### config.mk
export PLATFORM = sky130hd
export DESIGN_NAME = sci_cordic
export DESIGN_NICKNAME = d
export VERILOG_FILES = /design/src/sci_pkg.sv /design/src/sci_cordic.sv
export SDC_FILE = /design/constraint.sdc
export NUM_CORES = 2
export LEC_CHECK = 0
export CAP_MARGIN = 20
export CORE_MARGIN = 2
export CORE_UTILIZATION = 60
export CTS_CLUSTER_SIZE = 12
export DETAILED_ROUTE_END_ITERATION = 10
export DONT_BUFFER_PORTS = 1
export PLACE_DENSITY = 0.79
export SLEW_MARGIN = 40
export SYNTH_ARGS = -nofsm -noshare
export SYNTH_HDL_FRONTEND = slang
export SYNTH_SLANG_ARGS = --single-unit
### constraint.sdc
create_clock -name clk -period 6.7 [get_ports clk]
set_input_delay 0 -clock clk [delete_from_list [all_inputs] [get_ports clk]]
set_output_delay 0 -clock clk [all_outputs]
set_load 0.1 [all_outputs]
### src/sci_pkg.sv
// shared constants for the segment corner intersection pipeline
// angle table, latencies and field widths; no dependencies
`default_nettype none
package sci_pkg;

  localparam int COORD_BITS_DEF = 12;
  localparam int IN_W = 12;
  localparam int CFG_W = 13;
  localparam int XY_W = 32;
  localparam int ANG_W = 12;
  localparam logic [CFG_W-1:0] MIN_LENGTH_RESET = 13'd300;

  localparam int ANGLE_ITERS = 16;
  localparam int ZW = 25;
  localparam int RIGHT_ANGLE_16THS = 1440;
  localparam int HALF_TURN_DEG = 180;
  localparam int ATAN_TAB [ANGLE_ITERS] = '{
    2949120, 1740967, 919879, 466945, 234379, 117304, 58666, 29335,
    14668, 7334, 3667, 1833, 917, 458, 229, 115
  };

  // quotient bits below the saturation point
  localparam int DIV_STEPS = 31;
  localparam int DIV_LAT = DIV_STEPS + 2;
  localparam int ANG_LAT = ANGLE_ITERS + 1;

endpackage
`default_nettype wire

### src/sci_cordic.sv
// pipelined vectoring cordic giving a slope angle in sixteenths of a degree
// uses sci_pkg for the arctangent table
`default_nettype none
module sci_cordic
  import sci_pkg::*;
#(
  parameter int COORD_BITS = COORD_BITS_DEF
) (
  input  wire logic                    clk,
  input  wire logic                    en,
  input  wire logic [COORD_BITS-1:0]   dx,
  input  wire logic signed [COORD_BITS:0] dy,
  output logic signed [ANG_W-1:0]      angle
);

  localparam int AW = COORD_BITS + 19;

  logic signed [AW-1:0] x_in;
  logic signed [AW-1:0] y_in;
  logic signed [AW-1:0] xr [0:ANGLE_ITERS-1];
  logic signed [AW-1:0] yr [0:ANGLE_ITERS-1];
  logic signed [ZW-1:0] zr [0:ANGLE_ITERS-1];
  logic                 vert [0:ANGLE_ITERS-1];

  logic signed [ZW-1:0] z_rnd;
  logic signed [ZW-1:0] z_sh;

  assign x_in = $signed({3'b0, dx, 16'b0});
  assign y_in = AW'(dy) <<< 16;

  for (genvar k = 0; k < ANGLE_ITERS; k++) begin : g_iter
    logic signed [AW-1:0] xc;
    logic signed [AW-1:0] yc;
    logic signed [ZW-1:0] zc;
    logic                 vc;
    if (k == 0) begin : g_first
      assign xc = x_in;
      assign yc = y_in;
      assign zc = '0;
      assign vc = (dx == '0);
    end else begin : g_next
      assign xc = xr[k-1];
      assign yc = yr[k-1];
      assign zc = zr[k-1];
      assign vc = vert[k-1];
    end
    always_ff @(posedge clk) begin
      if (en) begin
        vert[k] <= vc;
        if (yc >= 0) begin
          xr[k] <= xc + (yc >>> k);
          yr[k] <= yc - (xc >>> k);
          zr[k] <= zc + ZW'(ATAN_TAB[k]);
        end else begin
          xr[k] <= xc - (yc >>> k);
          yr[k] <= yc + (xc >>> k);
          zr[k] <= zc - ZW'(ATAN_TAB[k]);
        end
      end
    end
  end

  assign z_rnd = zr[ANGLE_ITERS-1] + ZW'(2048);
  assign z_sh  = z_rnd >>> 12;

  always_ff @(posedge clk) begin
    if (en) begin
      if (vert[ANGLE_ITERS-1] || z_sh > ZW'(RIGHT_ANGLE_16THS)) begin
        angle <= ANG_W'(RIGHT_ANGLE_16THS);
      end else if (z_sh < -ZW'(RIGHT_ANGLE_16THS)) begin
        angle <= -ANG_W'(RIGHT_ANGLE_16THS);
      end else begin
        angle <= ANG_W'(z_sh);
      end
    end
  end

endmodule
`default_nettype wire

==> impl_metrics.yaml <==
run_status:
  outcome: "finished clean"
timing:
  skew_ps: 26.2
  post-route-period-util: 0.926
  tightestPinTransition_ps: 917
  finalMaxSlewViolations: 0
  finalSetupViolations: 0
  max_freq_mhz: 161
  hold_ws_ps: 22.3
  period_minus_slack_ps: 6200
  slew_headroom: 0.385
  finalHoldViolCount: 0
layout:
  nNetsFinal: 10500
  drive_gt1_frac: 0.0424
  area_growth_syn_to_layout_pct: 8.04
  multi_input_area_um2: 55600
  seq_area_um2: 32800
  stdcell_count: 11700
  antenna_cells: 0
  fillCellCount: 11600
detailed_routing:
  initialDrtViolationCount: 6074
  drc: 0
  wire_per_inst_um: 18.9
  dr.pass1.iters: 6
  vias: 72900
  wirelength_um: 222000
  antenna_left: 0
  via_per_inst: 6.22
global_routing:
  track_usage: 0.276
  grt_pass1_vias: 69400
  antenna_found_initial: 1
  global_route.overflow_total: 0
  grt_pass1_wl_um: 356000
  grt_max_degree: 1145
clock_network:
  numClockSinks: 1091
  clock_path_buffers: 3
  cts-root-buf: "clkbuf_16"
  path_clk_slew_ps: 60
  clk_latency_ps: 790
  cts_tree: "built"
  htree_levels: 4
  numCtsBuffers: 132
  post_cts_buffers: 0
yosys:
  synth_commonest_cells: "edfxtp_1 (1091), xnor2_1 (955), ha_1 (866)"
  synth_nets: 10500
  ys_seq_elements: 1091
  synth_edf_count: 1091
  synthTopCellsByArea: "edfxtp_1 (36%), ha_1 (12%), xnor2_1 (9.2%)"
  syn_inst: 9620
  yosysSeqAreaShare: 0.360
  synth_cell_types: 116
  syn_area_um2: 90900
  avgSynthCellArea_um2: 9.45
  synth_top_area_frac: 0.360
  yosysMostFrequentCell: "edfxtp_1"
  yosysWarningCount: 0
  yosysTopAreaCell: "edfxtp_1"
  async_flop_share: 0
  ys.flop_type: "edfxtp_1"
floorplanning:
  core_area_um2: 150000
  ios: 39
  dieArea_um2: 155000
  rows: 142
  fp.dieH_um: 393
  initial_core_util: 0.606
  die-width_um: 393
worst_setup_path:
  cp-end-kind: "flip-flop"
  cpPeakStageDelay_ps: 490
  crit_type: "flip-flop to flip-flop"
  cp.arrival_ps: 6730
  crit_slowest_cell: "edfxtp_1"
  cp_max_fo: 18
  startpoint_type: "flip-flop"
  required_ps: 7220
placement:
  dp.cells: 11400
  io_buffers: 0
  gp_congestion: 0.930
  detailed_place_hpwl_um: 164000
job:
  max_cap_viol_count: 0
min_path:
  hold_path_class: "input pin to flip-flop"
-- sequential cells by signal, indices dropped and copies added, names as in the netlist --
name   flops
xr       357
vert      16
angle     12
zr       338
yr       368
-- routing by layer --
layer | up-vias | wire (um) | track usage
li1 | 35500 | - | -
met1 | 34600 | 93600 | 0.348
met3 | 546 | 10700 | 0.0318
met5 | - | 0 | 0
met2 | 2251 | 109000 | 0.481
met4 | 0 | 8830 | 0.113
-- layout by cell type (no fill, tap or decap), types with 68 or more instances in the layout --
cell type / instances
edfxtp_1: 1091
xnor2_1: 955
ha_1: 866
nor2_1: 813
a21oi_1: 809
nand2_1: 597
o21ai_0: 565
xor2_1: 501
inv_1: 400
nor3_1: 299
a21o_1: 266
nand3_1: 201
nand2b_1: 135
clkbuf_16: 133
o21a_1: 128
o31ai_1: 117
o21bai_1: 103
nor2b_1: 99
nor4_1: 96
and3_1: 90
a31oi_1: 86
dlygate4sd3_1: 83
or3_1: 81
mux2i_1: 73
nand4_1: 68
-- area by class of cell --
class	instances	share of cell area
multi-input combinational	7837	0.566
sequential	1091	0.333
clock buffer	158	0.0348
tap	2016	0.0257
inverter	412	0.0157
timing repair buffer	137	0.0155
clock inverter	76	0.00868
-- path summary, 6_finish.rpt --
path	from	end	slack (ps)	cells past startpoint
setup reg to reg	yr[0][131]$_DFFE_PP_	xr[0][185]$_DFFE_PP_	500	25
hold reg to reg	vert[1][3]$_DFFE_PP_	vert[1][4]$_DFFE_PP_	420	0
setup / recovery	yr[0][131]$_DFFE_PP_	xr[0][185]$_DFFE_PP_	500	25
hold / removal	en	zr[1][151]$_DFFE_PP_	20	3
-- through the flow --
stage	setup slack (ps)	cell area, um^2	utilization	setup TNS [ps]
global route	-6.00	98300	0.655	-6.00
finish	499	98300	0.655	0
floorplan	313	90900	-	0
global placement	183	92700	0.617	0
detailed placement	222	92700	0.617	0
CTS	184	97700	0.651	0
-- worst max-delay path: cells and delay by family, from the launching register on --
family          cells  cell delay [ps]
compound gates      9             2010
simple gates        8             1740
fa+ha+maj           3              830
buf+inv             3              630
flops               1              490
xor+xnor            2              260
-- cells by family after synthesis --
group	synth area share
AOI/OAI and AO/OA	0.187
xor gates and xnor gates	0.140
adders and majority gates	0.127
buffers and inverters	0.0292
DFF	0.360
muxes	0.0110
and+or+nand+nor	0.146
-- repair_timing --
action / in CTS / in global routing
setup endpoints to repair: 0 / 19
resized for setup: 0 / 8
endpoints found under the hold margin: 1130 / 366
hold buffers: 77 / 12
Power is not shown: default switching activity piles up to over one toggle a cycle in this logic, so the estimate is an artifact.
